==> src/rtl/hfc_pkg.sv <==
// heartbeat frame collector package
// shared types, codes and constants for the rtl folder; depends on nothing
package hfc_pkg;

  typedef enum logic [1:0] {
    OP_PUSH8  = 2'd0,
    OP_PUSH16 = 2'd1,
    OP_PUSH32 = 2'd2,
    OP_TICK   = 2'd3
  } opcode_e;

  localparam logic KIND_DATA  = 1'b0;
  localparam logic KIND_ERROR = 1'b1;

  localparam int unsigned CFG_IDX_W  = 2;
  localparam int unsigned CFG_DATA_W = 20;

  localparam logic [CFG_IDX_W-1:0] CFG_IDX_INTERVAL = 2'd0;
  localparam logic [CFG_IDX_W-1:0] CFG_IDX_TASKS    = 2'd1;
  localparam logic [CFG_IDX_W-1:0] CFG_IDX_MESSAGE  = 2'd2;

  localparam logic [19:0] INTERVAL_RESET = 20'd100000;

  typedef struct packed {
    logic [1:0]  opcode;
    logic [31:0] push_value;
    logic [15:0] done_mask;
    logic [31:0] now_us;
  } in_word_t;

  typedef struct packed {
    logic       kind;
    logic [7:0] byte_a;
    logic [7:0] byte_b;
    logic [7:0] byte_c;
    logic [7:0] byte_d;
    logic [2:0] byte_count;
    logic       last;
  } out_word_t;

  typedef struct packed {
    logic ld_push;
    logic tick_upd;
    logic hb_start;
    logic hb_coll;
    logic hb_msg;
    logic idle_inc;
    logic push_wr;
    logic set_err;
    logic err_last;
    logic word_clr;
    logic drn_rd;
    logic drn_cap;
    logic out_load;
  } cmd_t;

  typedef struct packed {
    logic push_ovf;
    logic push_last;
    logic all_done;
    logic tick_due;
    logic stack_empty;
    logic word_fill3;
    logic out_free;
    logic pend_err;
    logic pend_last;
  } sts_t;

endpackage

==> src/rtl/hfc_if.sv <==
// valid/ready stream interfaces for input items and result words
// depends on hfc_pkg
interface hfc_in_if;
  logic               valid;
  logic               ready;
  hfc_pkg::in_word_t  payload;
  modport source (output valid, output payload, input ready);
  modport sink (input valid, input payload, output ready);
endinterface

interface hfc_out_if;
  logic               valid;
  logic               ready;
  hfc_pkg::out_word_t payload;
  modport source (output valid, output payload, input ready);
  modport sink (input valid, input payload, output ready);
endinterface

==> src/rtl/hfc_ram.sv <==
// generic single-write, single-read ram with registered read data
// no dependencies
module hfc_ram #(
  parameter int unsigned WIDTH = 8,
  parameter int unsigned DEPTH = 129
) (
  input  logic                     clk_i,
  input  logic                     we_i,
  input  logic [$clog2(DEPTH)-1:0] waddr_i,
  input  logic [WIDTH-1:0]         wdata_i,
  input  logic                     re_i,
  input  logic [$clog2(DEPTH)-1:0] raddr_i,
  output logic [WIDTH-1:0]         rdata_o
);

  logic [WIDTH-1:0] mem_q [DEPTH];
  logic [WIDTH-1:0] rdata_q;

  always_ff @(posedge clk_i) begin
    if (we_i) begin
      mem_q[waddr_i] <= wdata_i;
    end
    if (re_i) begin
      rdata_q <= mem_q[raddr_i];
    end
  end

  assign rdata_o = rdata_q;

endmodule

==> src/rtl/hfc_ctrl.sv <==
// controller state machine: sequences pushes, ticks, heartbeat and drain
// depends on hfc_pkg
module hfc_ctrl (
  input  logic          clk_i,
  input  logic          rst_ni,
  input  logic          in_valid_i,
  input  logic          in_is_tick_i,
  output logic          in_ready_o,
  input  hfc_pkg::sts_t sts_i,
  output hfc_pkg::cmd_t cmd_o
);

  typedef enum logic [6:0] {
    S_IDLE = 7'b0000001,
    S_TICK = 7'b0000010,
    S_PCHK = 7'b0000100,
    S_PWR  = 7'b0001000,
    S_DRD  = 7'b0010000,
    S_DCAP = 7'b0100000,
    S_OUT  = 7'b1000000
  } state_e;

  typedef enum logic [1:0] {
    HB_IDLE_CNT = 2'd0,
    HB_COLL_CNT = 2'd1,
    HB_MSG      = 2'd2
  } hb_step_e;

  state_e        state_q, state_d;
  hb_step_e      step_q, step_d;
  logic          hb_q, hb_d;
  hfc_pkg::cmd_t cmd;
  state_e        adv_state;
  hfc_pkg::cmd_t adv_cmd;
  hb_step_e      adv_step;

  // what follows a finished push
  always_comb begin
    adv_cmd   = '0;
    adv_step  = step_q;
    adv_state = S_IDLE;
    if (hb_q) begin
      case (step_q)
        HB_IDLE_CNT: begin
          adv_cmd.hb_coll = 1'b1;
          adv_step        = HB_COLL_CNT;
          adv_state       = S_PCHK;
        end
        HB_COLL_CNT: begin
          adv_cmd.hb_msg = 1'b1;
          adv_step       = HB_MSG;
          adv_state      = S_PCHK;
        end
        HB_MSG: begin
          adv_cmd.word_clr = 1'b1;
          adv_state        = S_DRD;
        end
        default: begin
          adv_state = S_IDLE;
        end
      endcase
    end
  end

  always_comb begin
    cmd        = '0;
    state_d    = state_q;
    step_d     = step_q;
    hb_d       = hb_q;
    in_ready_o = 1'b0;
    case (state_q)
      S_IDLE: begin
        in_ready_o = 1'b1;
        if (in_valid_i) begin
          hb_d = 1'b0;
          if (in_is_tick_i) begin
            cmd.tick_upd = 1'b1;
            state_d      = S_TICK;
          end else begin
            cmd.ld_push = 1'b1;
            state_d     = S_PCHK;
          end
        end
      end
      S_TICK: begin
        state_d = S_IDLE;
        if (sts_i.all_done) begin
          if (sts_i.tick_due) begin
            cmd.hb_start = 1'b1;
            hb_d         = 1'b1;
            step_d       = HB_IDLE_CNT;
            state_d      = S_PCHK;
          end else begin
            cmd.idle_inc = 1'b1;
          end
        end
      end
      S_PCHK: begin
        if (sts_i.push_ovf) begin
          cmd.set_err  = 1'b1;
          cmd.err_last = ~hb_q;
          state_d      = S_OUT;
        end else begin
          state_d = S_PWR;
        end
      end
      S_PWR: begin
        cmd.push_wr = 1'b1;
        if (sts_i.push_last) begin
          cmd     = cmd | adv_cmd;
          step_d  = adv_step;
          state_d = adv_state;
        end
      end
      S_DRD: begin
        cmd.drn_rd = 1'b1;
        state_d    = S_DCAP;
      end
      S_DCAP: begin
        cmd.drn_cap = 1'b1;
        if (sts_i.word_fill3 || sts_i.stack_empty) begin
          state_d = S_OUT;
        end else begin
          state_d = S_DRD;
        end
      end
      S_OUT: begin
        if (sts_i.out_free) begin
          cmd.out_load = 1'b1;
          if (sts_i.pend_last) begin
            hb_d    = 1'b0;
            state_d = S_IDLE;
          end else if (sts_i.pend_err) begin
            cmd     = cmd | adv_cmd;
            step_d  = adv_step;
            state_d = adv_state;
          end else begin
            cmd.word_clr = 1'b1;
            state_d      = S_DRD;
          end
        end
      end
      default: begin
        state_d = S_IDLE;
      end
    endcase
  end

  assign cmd_o = cmd;

  always_ff @(posedge clk_i or negedge rst_ni) begin
    if (!rst_ni) begin
      state_q <= S_IDLE;
      step_q  <= HB_IDLE_CNT;
      hb_q    <= 1'b0;
    end else begin
      state_q <= state_d;
      step_q  <= step_d;
      hb_q    <= hb_d;
    end
  end

endmodule

==> src/rtl/hfc_datapath.sv <==
// datapath: config registers, byte stack, task flags, counters, result register
// depends on hfc_pkg and hfc_ram
module hfc_datapath #(
  parameter int unsigned STACK_TOP_INDEX = 128,
  parameter int unsigned MAX_TASKS       = 16
) (
  input  logic                             clk_i,
  input  logic                             rst_ni,
  input  hfc_pkg::cmd_t                    cmd_i,
  output hfc_pkg::sts_t                    sts_o,
  input  hfc_pkg::in_word_t                in_word_i,
  input  logic                             cfg_we_i,
  input  logic [hfc_pkg::CFG_IDX_W-1:0]    cfg_index_i,
  input  logic [hfc_pkg::CFG_DATA_W-1:0]   cfg_data_i,
  input  logic                             out_ready_i,
  output logic                             out_valid_o,
  output hfc_pkg::out_word_t               out_word_o
);

  localparam int unsigned DEPTH = STACK_TOP_INDEX + 1;
  localparam int unsigned AW    = $clog2(DEPTH);
  localparam int unsigned CW    = $clog2(DEPTH + 1);

  // config
  logic [19:0] interval_q;
  logic [4:0]  task_count_q;
  logic [7:0]  message_q;

  always_ff @(posedge clk_i or negedge rst_ni) begin
    if (!rst_ni) begin
      interval_q   <= hfc_pkg::INTERVAL_RESET;
      task_count_q <= '0;
      message_q    <= '0;
    end else if (cfg_we_i) begin
      case (cfg_index_i)
        hfc_pkg::CFG_IDX_INTERVAL: interval_q   <= cfg_data_i[19:0];
        hfc_pkg::CFG_IDX_TASKS:    task_count_q <= cfg_data_i[4:0];
        hfc_pkg::CFG_IDX_MESSAGE:  message_q    <= cfg_data_i[7:0];
        default: ;
      endcase
    end
  end

  // tick counters
  logic [15:0] coll_q, idle_q;

  // push staging, value left aligned
  logic [31:0] pval_q, pval_d;
  logic [2:0]  pn_q, pn_d;

  always_comb begin
    pval_d = pval_q;
    pn_d   = pn_q;
    if (cmd_i.push_wr) begin
      pval_d = {pval_q[23:0], 8'h00};
      pn_d   = pn_q - 3'd1;
    end
    if (cmd_i.ld_push) begin
      case (hfc_pkg::opcode_e'(in_word_i.opcode))
        hfc_pkg::OP_PUSH8: begin
          pval_d = {in_word_i.push_value[7:0], 24'h0};
          pn_d   = 3'd1;
        end
        hfc_pkg::OP_PUSH16: begin
          pval_d = {in_word_i.push_value[15:0], 16'h0};
          pn_d   = 3'd2;
        end
        default: begin
          pval_d = in_word_i.push_value;
          pn_d   = 3'd4;
        end
      endcase
    end else if (cmd_i.hb_start) begin
      pval_d = {idle_q, 16'h0};
      pn_d   = 3'd2;
    end else if (cmd_i.hb_coll) begin
      pval_d = {coll_q, 16'h0};
      pn_d   = 3'd2;
    end else if (cmd_i.hb_msg) begin
      pval_d = {message_q, 24'h0};
      pn_d   = 3'd1;
    end
  end

  always_ff @(posedge clk_i) begin
    pval_q <= pval_d;
    pn_q   <= pn_d;
  end

  // stack
  logic [CW-1:0] count_q;
  logic [CW-1:0] count_dec;
  logic [CW:0]   fill_sum;
  logic [7:0]    rdata;

  assign count_dec = count_q - CW'(1);
  assign fill_sum  = {1'b0, count_q} + (CW + 1)'(pn_q);

  always_ff @(posedge clk_i or negedge rst_ni) begin
    if (!rst_ni) begin
      count_q <= '0;
    end else if (cmd_i.push_wr) begin
      count_q <= count_q + CW'(1);
    end else if (cmd_i.drn_rd) begin
      count_q <= count_dec;
    end
  end

  hfc_ram #(
    .WIDTH (8),
    .DEPTH (DEPTH)
  ) u_stack (
    .clk_i   (clk_i),
    .we_i    (cmd_i.push_wr),
    .waddr_i (count_q[AW-1:0]),
    .wdata_i (pval_q[31:24]),
    .re_i    (cmd_i.drn_rd),
    .raddr_i (count_dec[AW-1:0]),
    .rdata_o (rdata)
  );

  // task flags and tick counters
  logic [MAX_TASKS-1:0] task_done_q, task_upd;
  logic                 all_done_q, all_upd;
  logic [31:0]          mask32;
  logic [31:0]          next_due_q, now_q;

  assign mask32 = {16'h0, in_word_i.done_mask};

  always_comb begin
    task_upd = task_done_q;
    all_upd  = 1'b1;
    for (int i = 0; i < MAX_TASKS; i++) begin
      if (6'(i) < {1'b0, task_count_q}) begin
        task_upd[i] = task_done_q[i] | mask32[i];
        all_upd     = all_upd & task_upd[i];
      end
    end
  end

  always_ff @(posedge clk_i or negedge rst_ni) begin
    if (!rst_ni) begin
      task_done_q <= '0;
      all_done_q  <= 1'b0;
      coll_q      <= '0;
      idle_q      <= '0;
      next_due_q  <= '0;
    end else begin
      if (cmd_i.hb_start) begin
        task_done_q <= '0;
        all_done_q  <= 1'b0;
        idle_q      <= '0;
        next_due_q  <= now_q + {12'h0, interval_q};
      end else if (cmd_i.tick_upd && !all_done_q) begin
        task_done_q <= task_upd;
        all_done_q  <= all_upd;
        coll_q      <= coll_q + 16'd1;
      end else if (cmd_i.idle_inc) begin
        idle_q <= idle_q + 16'd1;
      end else if (cmd_i.hb_coll) begin
        coll_q <= '0;
      end
    end
  end

  always_ff @(posedge clk_i) begin
    if (cmd_i.tick_upd) begin
      now_q <= in_word_i.now_us;
    end
  end

  // pending word
  logic [3:0][7:0] wb_q, wb_d;
  logic [2:0]      wcnt_q, wcnt_d;
  logic            wkind_q, wkind_d;
  logic            wlast_q, wlast_d;

  always_comb begin
    wb_d    = wb_q;
    wcnt_d  = wcnt_q;
    wkind_d = wkind_q;
    wlast_d = wlast_q;
    if (cmd_i.set_err) begin
      wb_d    = '0;
      wcnt_d  = '0;
      wkind_d = hfc_pkg::KIND_ERROR;
      wlast_d = cmd_i.err_last;
    end else if (cmd_i.word_clr) begin
      wb_d    = '0;
      wcnt_d  = '0;
      wkind_d = hfc_pkg::KIND_DATA;
      wlast_d = 1'b0;
    end else if (cmd_i.drn_cap) begin
      wb_d[wcnt_q[1:0]] = rdata;
      wcnt_d            = wcnt_q + 3'd1;
      wlast_d           = (count_q == '0);
    end
  end

  always_ff @(posedge clk_i) begin
    wb_q    <= wb_d;
    wcnt_q  <= wcnt_d;
    wkind_q <= wkind_d;
    wlast_q <= wlast_d;
  end

  // result register
  logic               out_valid_q;
  hfc_pkg::out_word_t out_word_q;
  logic               out_free;

  assign out_free = ~out_valid_q | out_ready_i;

  always_ff @(posedge clk_i or negedge rst_ni) begin
    if (!rst_ni) begin
      out_valid_q <= 1'b0;
    end else if (cmd_i.out_load) begin
      out_valid_q <= 1'b1;
    end else if (out_ready_i) begin
      out_valid_q <= 1'b0;
    end
  end

  always_ff @(posedge clk_i) begin
    if (cmd_i.out_load) begin
      out_word_q.kind       <= wkind_q;
      out_word_q.byte_a     <= wb_q[0];
      out_word_q.byte_b     <= wb_q[1];
      out_word_q.byte_c     <= wb_q[2];
      out_word_q.byte_d     <= wb_q[3];
      out_word_q.byte_count <= wcnt_q;
      out_word_q.last       <= wlast_q;
    end
  end

  assign out_valid_o = out_valid_q;
  assign out_word_o  = out_word_q;

  // status
  assign sts_o.push_ovf    = fill_sum > (CW + 1)'(DEPTH);
  assign sts_o.push_last   = (pn_q == 3'd1);
  assign sts_o.all_done    = all_done_q;
  assign sts_o.tick_due    = (now_q >= next_due_q);
  assign sts_o.stack_empty = (count_q == '0);
  assign sts_o.word_fill3  = (wcnt_q == 3'd3);
  assign sts_o.out_free    = out_free;
  assign sts_o.pend_err    = (wkind_q == hfc_pkg::KIND_ERROR);
  assign sts_o.pend_last   = wlast_q;

endmodule

==> src/rtl/heartbeat_frame_collector_top.sv <==
// heartbeat frame collector top level
// the input channel in_i takes push and tick words, the output channel out_o
// gives frame data words and stack overflow error words; a plain write port
// sets interval_us (index 0), task_count (index 1) and message_code (index 2)
// a push has a fit check, then one stack ram write per byte; an overflowing
// push instead gives one error word; a tick updates the task flags, then
// checks them and the due time; a tick that sends a frame pushes five
// heartbeat bytes and then drains the stack top first, each byte through
// the ram's registered read port, up to four bytes per word
// one item is worked on at a time; ready is high only between items
// results sit in an output register, so the next item is accepted while the
// last word waits; a stalled receiver holds the frame drain at that word
// reset (rst_ni low, asynchronous) empties the stack, clears task flags,
// counters and the due time and loads the register defaults; stack contents
// are not cleared and no sweep is needed
module heartbeat_frame_collector_top #(
  parameter int unsigned STACK_TOP_INDEX = 128,
  parameter int unsigned MAX_TASKS       = 16
) (
  input  logic                           clk_i,
  input  logic                           rst_ni,
  hfc_in_if.sink                         in_i,
  hfc_out_if.source                      out_o,
  input  logic                           cfg_we_i,
  input  logic [hfc_pkg::CFG_IDX_W-1:0]  cfg_index_i,
  input  logic [hfc_pkg::CFG_DATA_W-1:0] cfg_data_i
);

  hfc_pkg::cmd_t cmd;
  hfc_pkg::sts_t sts;
  logic          in_is_tick;

  assign in_is_tick = (hfc_pkg::opcode_e'(in_i.payload.opcode) == hfc_pkg::OP_TICK);

  hfc_ctrl u_ctrl (
    .clk_i        (clk_i),
    .rst_ni       (rst_ni),
    .in_valid_i   (in_i.valid),
    .in_is_tick_i (in_is_tick),
    .in_ready_o   (in_i.ready),
    .sts_i        (sts),
    .cmd_o        (cmd)
  );

  hfc_datapath #(
    .STACK_TOP_INDEX (STACK_TOP_INDEX),
    .MAX_TASKS       (MAX_TASKS)
  ) u_datapath (
    .clk_i       (clk_i),
    .rst_ni      (rst_ni),
    .cmd_i       (cmd),
    .sts_o       (sts),
    .in_word_i   (in_i.payload),
    .cfg_we_i    (cfg_we_i),
    .cfg_index_i (cfg_index_i),
    .cfg_data_i  (cfg_data_i),
    .out_ready_i (out_o.ready),
    .out_valid_o (out_o.valid),
    .out_word_o  (out_o.payload)
  );

endmodule

==> src/flat_wrapper.sv <==
// flat-port wrapper written by rule: the top's interface ports become plain ports
module heartbeat_frame_collector_top_flat 
#(
  parameter int unsigned STACK_TOP_INDEX = 128,
  parameter int unsigned MAX_TASKS       = 16
)
  (clk_i, rst_ni, cfg_we_i, cfg_index_i, cfg_data_i, in_i_valid, in_i_payload, in_i_ready, out_o_valid, out_o_payload, out_o_ready);
  hfc_in_if in_i_i ();
  hfc_out_if out_o_i ();
  input  logic clk_i;
  input  logic rst_ni;
  input  logic cfg_we_i;
  input  logic [hfc_pkg::CFG_IDX_W-1:0] cfg_index_i;
  input  logic [hfc_pkg::CFG_DATA_W-1:0] cfg_data_i;
  input wire logic [$bits(in_i_i.valid)-1:0] in_i_valid;
  input wire logic [$bits(in_i_i.payload)-1:0] in_i_payload;
  output wire logic [$bits(in_i_i.ready)-1:0] in_i_ready;
  output wire logic [$bits(out_o_i.valid)-1:0] out_o_valid;
  output wire logic [$bits(out_o_i.payload)-1:0] out_o_payload;
  input wire logic [$bits(out_o_i.ready)-1:0] out_o_ready;
  assign in_i_i.valid = in_i_valid;
  assign in_i_i.payload = in_i_payload;
  assign in_i_ready = in_i_i.ready;
  assign out_o_valid = out_o_i.valid;
  assign out_o_payload = out_o_i.payload;
  assign out_o_i.ready = out_o_ready;
  heartbeat_frame_collector_top #(.STACK_TOP_INDEX(STACK_TOP_INDEX), .MAX_TASKS(MAX_TASKS)) u_core (.clk_i(clk_i), .rst_ni(rst_ni), .in_i(in_i_i), .out_o(out_o_i), .cfg_we_i(cfg_we_i), .cfg_index_i(cfg_index_i), .cfg_data_i(cfg_data_i));
endmodule
==> config.mk <==
export PLATFORM = sky130hd
export DESIGN_NAME = heartbeat_frame_collector_top_flat
export DESIGN_NICKNAME = d
export VERILOG_FILES = /design/src/rtl/hfc_pkg.sv /design/src/rtl/hfc_if.sv /design/src/rtl/hfc_ram.sv /design/src/rtl/hfc_ctrl.sv /design/src/rtl/hfc_datapath.sv /design/src/rtl/heartbeat_frame_collector_top.sv /design/src/flat_wrapper.sv
export SDC_FILE = /design/constraint.sdc
export NUM_CORES = 2
export LEC_CHECK = 0
export BUFFER_PORTS_ARGS = -buffer_cell sky130_fd_sc_hd__buf_2
export CORE_UTILIZATION = 35
export DETAILED_ROUTE_END_ITERATION = 8
export PLACE_DENSITY = 0.61
export SYNTH_ARGS = -nofsm -noshare
export SYNTH_HDL_FRONTEND = slang
export SYNTH_SLANG_ARGS = --single-unit
==> constraint.sdc <==
create_clock -name clk_i -period 11.6 [get_ports clk_i]
set_clock_uncertainty 0.15 [all_clocks]
set_input_delay 2.9 -clock clk_i [delete_from_list [all_inputs] [get_ports clk_i]]
set_output_delay 2.9 -clock clk_i [all_outputs]
set_load 0.03 [all_outputs]
* Word level (Yosys, flattened, before mapping) *
Memory sizes are Yosys's and may differ from the RTL's. A register that Yosys moved wholly into a read port is not among the register bits.
Index checks and enable logic that the tools add are counted.

operators by class
  add/subtract/negate cells = 8
  equality and inequality tests = 25
  bitwise gates (word level) = 35
  multiplexer cells = 123
  magnitude comparators = 20
  reductions and logical operators = 59

operators with widths
  kind                     count
  $mux W32                 5
  $mux W16                 8
  $pmux W32 S2             1
  $mux W1                  58
  $mux W7                  8
  $pmux W7 S7              1
  $reduce_bool A2 Y1       21
  $lt A4 B5 Y1 const A     8
  $reduce_and A2 Y1        20
  $add A16 B1 Y16 const B  2
  $add A32 B20 Y32         1
  $bwmux W32               1
  $ge A32 B32 Y1           1
  $mux W13                 2
  $mux W3                  8
  $mux W8                  3
  $lt A3 B5 Y1 const A     4
  $mux W2                  10
  $pmux W2 S3              3
  $or A1 B1 Y1             17
  $demux W8 S2             1
  $and A1 B1 Y1            15
  $pmux W1 S3              5
  $ne A2 B2 Y1 const B     7
  40 further kinds         60

word-level totals
  logic and storage cells = 316
  output and inout port bits = 39
  bits in registers = 274
  memories kept = 1
  input port bits = 109
  memory bits (writable) = 1032

memories
  name                             depth  bits a word  read ports  clocked after memory_dff  write ports  RTL line       text
  u_core.u_datapath.u_stack.mem_q  129    8            1           1                         1            hfc_ram.sv:16  logic [WIDTH-1:0] mem_q [DEPTH];

* Depth between registers and ports, before layout *
  depth after elaboration = 34
  depth in mapped cells = 14
  mapped depth without buffers = 10

* Modules after synthesis *
A second synthesis with hierarchy kept.

second synthesis, totals
  cells, all modules = 3433
  area total of the unflattened synthesis = 55125.4 um^2

by module, submodules not included
  module                         area an instance (um^2)  cells each  times used  sequential area each (um^2)
  hfc_ram                        40875.5                  2031        1           31230.0
  hfc_datapath                   13289.0                  1283        1           6959.2
  hfc_ctrl                       954.7                    118         1           251.5
  heartbeat_frame_collector_top  6.3                      1           1           0.0

* Least setup slack after synthesis *
Ideal clock, no wire load.

  path kind = in2reg
  start point = input out_o_ready
  end point = register u_core.u_datapath.pn_q[0] (enable)
  setup slack = 5.899 ns
  cell stages on the path = 6
  buffers on the path = 1
  arrival = 4.889 ns
  path through = nor2b_1 -> nor2_1 -> a32oi_1 -> or2_1 -> clkbuf_1 -> nand4_1

between the ends
  cells in the longest elaborated chain, start to end = 4
  elaborated cells on any way between the ends = 7
  classes of those cells = mux: 5; bitwise: 1; reduce/logical: 1

RTL lines
  element                                    RTL line             text
  from (decl)                                flat_wrapper.sv:20   input wire logic [$bits(out_o_i.ready)-1:0] out_o_ready;
  $or A1 B1 Y1 (*)                           hfc_datapath.sv:212  assign out_free = ~out_valid_q | out_ready_i;
  $mux W13 (*)                               hfc_ctrl.sv:128      if (sts_i.out_free) begin
  $pmux W1 S3, or another cell as far along  hfc_ctrl.sv:71       case (state_q)
  $reduce_bool A5 Y1 (no source line) (*)    n/a
  to (signal assigned)                       hfc_datapath.sv:87   pn_q <= pn_d;
  to (decl)                                  hfc_datapath.sv:49   logic [2:0] pn_q, pn_d;

Mark *: on every way between the ends. The rest lies on a longest branch, timed or not.
A chain may end at the register's enable or synchronous reset.

* Worst setup path after layout *
  start point = register u_core.u_datapath.count_q[0]
  end point = register u_core.u_datapath.u_stack.rdata_q[7], in the netlist u_core.u_datapath.u_stack.rdata_o[7] (read register of u_core.u_datapath.u_stack.mem_q) (data pin)

between the ends
  cells in the longest elaborated chain, start to end = 1

RTL lines
  element                             RTL line             text
  from (decl)                         hfc_datapath.sv:91   logic [CW-1:0] count_q;
  from (signal assigned)              hfc_datapath.sv:103  count_q <= count_q + CW'(1);
  from (signal assigned)              hfc_datapath.sv:105  count_q <= count_dec;
  $sub A8 B1 Y8                       hfc_datapath.sv:96   assign count_dec = count_q - CW'(1);
  via u_core.u_datapath.count_dec[0]  hfc_datapath.sv:92   logic [CW-1:0] count_dec;
  to (decl)                           hfc_ram.sv:17        logic [WIDTH-1:0] rdata_q;

The timed path passes the listed nets, and every way through them passes these cells.

==> summary.md <==
| Metric | Value |
|---|---|
| Status | completed |
| Core area | 152000 um^2 |
| Final Max Tran Viols | 0 |
| Clock root buffer | clkbuf_16 |
| Maxcap violations | 0 |
| Crit path DAT | 6.16 ns |
| Cell row count | 143 |
| Top-area cell type share of the netlist area | 63.8% |
| Clk Latency, worst-skew pair | 0.76 ns |
| Fillers | 13700 |
| Initial DRC count | 2538 |
| Post-synth EDFFs | 1145 |
| CTS resizes | 0 |
| Nets | 3353 |
| Critical Path, Cell by Cell | inv_1 > ha_4 > buf_4 > buf_12 > mux4_2 > mux4_2 > a22oi_1 > a31oi_1 > a21oi_1 > a21oi_1 |
| Share of cells above drive strength 1 | 23.1% |
| Worst rel slew slack | 11.3% |
| GR Util met1 | 23.1% |
| Clk pin slew, worst setup/hold paths | 0.07 ns |
| Largest net degree at the start of global routing | 162 |
| Final Cycle Share | 50.4% |
| Drt wl/cell | 23.7 um |
| Number of global-route vias before repair | 28100 |
| Synth Instances | 2993 |
| Fmax | 171 MHz |
| Top delay family on crit path | buffers and inverters |
| Vias after detailed routing | 28300 |
| Initial antenna violation count | 3 |
| DRC Markers | 0 |
| Largest family of logic cells by synthesized area | multiplexers |
| CP Capture Type | register |
| Initial Util | 35.4% |
| Worst setup startpoint | u_core.u_datapath.count_q[0] |
| Die Ht | 395 um |
| Leakage | 0.0204 uW |
| CTS buffer count | 136 |
| Layout area overhead | 13.6% |
| Post-CTS setup buffer count | 0 |
| # IOs | 148 |
| Yosys warns | 0 |
| Post-layout min period | 5.85 ns |
| Setup violations, final | 0 |
| Seq cells post-synth | 1314 |
| HPWL after DPL | 77.1 mm |
| WS Path Type | register to register |
| Worst reg2reg path startpoint | u_core.u_datapath.count_q[0] |
| CP max FO | 161 |
| GR Layer Usage met2 | 25.1% |
| Reg2reg end | u_core.u_datapath.u_stack.rdata_o[7] |
| I/O Buffers | 147 |
| Max VDD drop | 0.351 mV |
| R2R Setup Slk | 5.75 ns |
| Yosys cell types | 75 |
| Post-Syn Area | 53900 um^2 |
| GP Congestion | 0.847 |
| Compound-gate portion of the synthesized area | 3.86% |
| Most used DFF post-synth | edfxtp_1 |
| Mux contribution to synthesized area | 15.3% |
| Most used routing layer | met2 |
| Reg2reg path depth | 10 |
| Worst slew pin tran | 1.33 ns |
| Buf/Inv on CP | 3 |
| Crit path depth | 10 |
| CTS tree | yes |
| Initial DRT Pass Iterations | 5 |
| Gr ovfl total | 0 |
| Die W | 395 um |
| Max incr delay on CP | 0.87 ns |
| Syn_area_per_cell | 18.0 um^2 |
| Power per Cell Area | 242 nW/um^2 |
| Hold Vio Cnt, Final | 0 |
| Pwr Total | 14800 uW |
| Clk sinks | 1314 |
| Sequential share of the synthesized area | 71.3% |
| CP Capture Point | u_core.u_datapath.u_stack.rdata_o[7] |
| Routed wire length | 126 mm |
| Global-route wire length before repair | 188 mm |
| Area leader, netlist | edfxtp_1 |
| Data required time of the worst path | 11.91 ns |
| Adder-Cell Fraction of Synth Area | 1.67% |
| Synth Area in XOR/XNOR | 0.875% |
| Setup TNS Final | 0 ns |
| Hold-fix buffers at CTS | 0 |
| Synth area leaders | edfxtp_1 64%, mux4_2 13%, dfrtp_1 5.8% |
| Worst Hold Class | register to register |
| Grt met3 use | 2.80% |
| Simple-gate share of the synthesized area | 5.26% |
| Post-Syn Nets | 3173 |
| Vias per inst | 5.33 |
| Die ar. | 156000 um^2 |
| Htree depth | 4 |
| CP Launch Type | register |
| RSZ-0062 raised after global routing | false |
| Global-route usage over all layers | 16.1% |
| Max Root-Sink Buffers | 3 |
| Post-DRT Antenna Nets | 0 |
| Worst path slowest cell | buf_4 |
| Async set-reset flop share out of synthesis | 10.1% |
layout by cell type (no fill, tap or decap), types with 56 or more instances in the layout:
cell type | Yosys | layout
ha_1 | 69 | 68
inv_1 | 56 | 56
edfxtp_1 | 1145 | 1145
clkbuf_16 | 0 | 141
o21ai_0 | 61 | 61
buf_2 | 45 | 146
dfrtp_1 | 126 | 125
mux4_2 | 320 | 320
nand2_1 | 130 | 130
mux2i_1 | 69 | 69
nor2_1 | 240 | 238
nand3_1 | 60 | 60
sequential cells by signal, summed over array words and instances, names as in the netlist, 16 cells and up:
name and flops:
u_core.u_datapath.u_stack.mem_q 1032, u_core.u_datapath.out_word_o 37, u_core.u_datapath.next_due_q 32, u_core.u_datapath.now_q 32, u_core.u_datapath.pval_q 32, u_core.u_datapath.wb_q 32
u_core.u_datapath.interval_q 20, u_core.u_datapath.coll_q 16, u_core.u_datapath.idle_q 16, u_core.u_datapath.task_done_q 16
synth_stat cells, types with 55 or more instances:
master    instances
a21oi_1          55
clkbuf_1         82
dfrtp_1         126
edfxtp_1       1145
ha_1             69
inv_1            56
mux2i_1          69
mux4_2          320
nand2_1         130
nand3_1          60
nor2_1          240
o21ai_0          61
logic make-up after synthesis:
| family | Yosys count |
|---|---|
| xor+xnor | 53 |
| compound gates | 318 |
| buf+inv | 207 |
| flops | 1314 |
| fa+ha+maj | 71 |
| mux | 421 |
| simple gates | 609 |
stage by stage:
step,cells,cell area (um^2),hold WS (ns),utilization (%),setup WS (ns)
after floorplan,2993,53900,0.258,-,5.90
after global placement,5065,57000,0.264,37.4,5.66
after detailed placement,5065,57000,0.267,37.4,5.63
after CTS,5310,61300,0.282,40.2,5.63
after global routing,5312,61300,0.283,40.2,5.31
final,5312,61300,0.282,40.2,5.75
area by class of cell:
cell class                      count  area (um^2)  share of cell area [%]
Sequential cell                  1314        38400                    62.8
Multi-Input combinational cell   1472        14600                    23.9
Clock buffer                      184         3750                    6.12
Tap cell                         2030         2540                    4.15
Timing Repair Buffer              193         1110                    1.82
Clock inverter                     61          552                   0.901
Inverter                           56          210                   0.343
Antenna cell                        2         5.00                 0.00817
per-layer routing:
layer,share of wire [%],vias up
met5,0,-
met3,6.2,182
met1,44,14800
li1,-,12400
met4,2.4,0
met2,47,942
worst min path at each step:
stage | start | to | slack [ns] | depth (start not counted)
2_1_floorplan | u_core.u_datapath.wb_q[30] | u_core.u_datapath.out_word_o[10] | 0.26 | 0
3_3_place_gp | u_core.u_datapath.wb_q[30] | u_core.u_datapath.out_word_o[10] | 0.26 | 0
3_5_place_dp | u_core.u_datapath.wb_q[24] | u_core.u_datapath.out_word_o[4] | 0.27 | 0
4_1_cts | u_core.u_datapath.wb_q[17] | u_core.u_datapath.out_word_o[13] | 0.28 | 0
5_1_grt | u_core.u_datapath.wb_q[24] | u_core.u_datapath.out_word_o[4] | 0.28 | 0
6_report | u_core.u_datapath.wb_q[17] | u_core.u_datapath.out_word_o[13] | 0.28 | 0
report_power, final:
| group | switching [uW] | internal (uW) | total, uW | leakage [uW] |
|---|---|---|---|---|
| Clock | 1790 | 2450 | 4230 | 0.00209 |
| Combinational | 2690 | 2060 | 4750 | 0.00595 |
| Sequential | 153 | 5690 | 5850 | 0.0124 |
| Total | 4630 | 10200 | 14800 | 0.0204 |
Note: power is estimated with default switching activity, not from simulation.
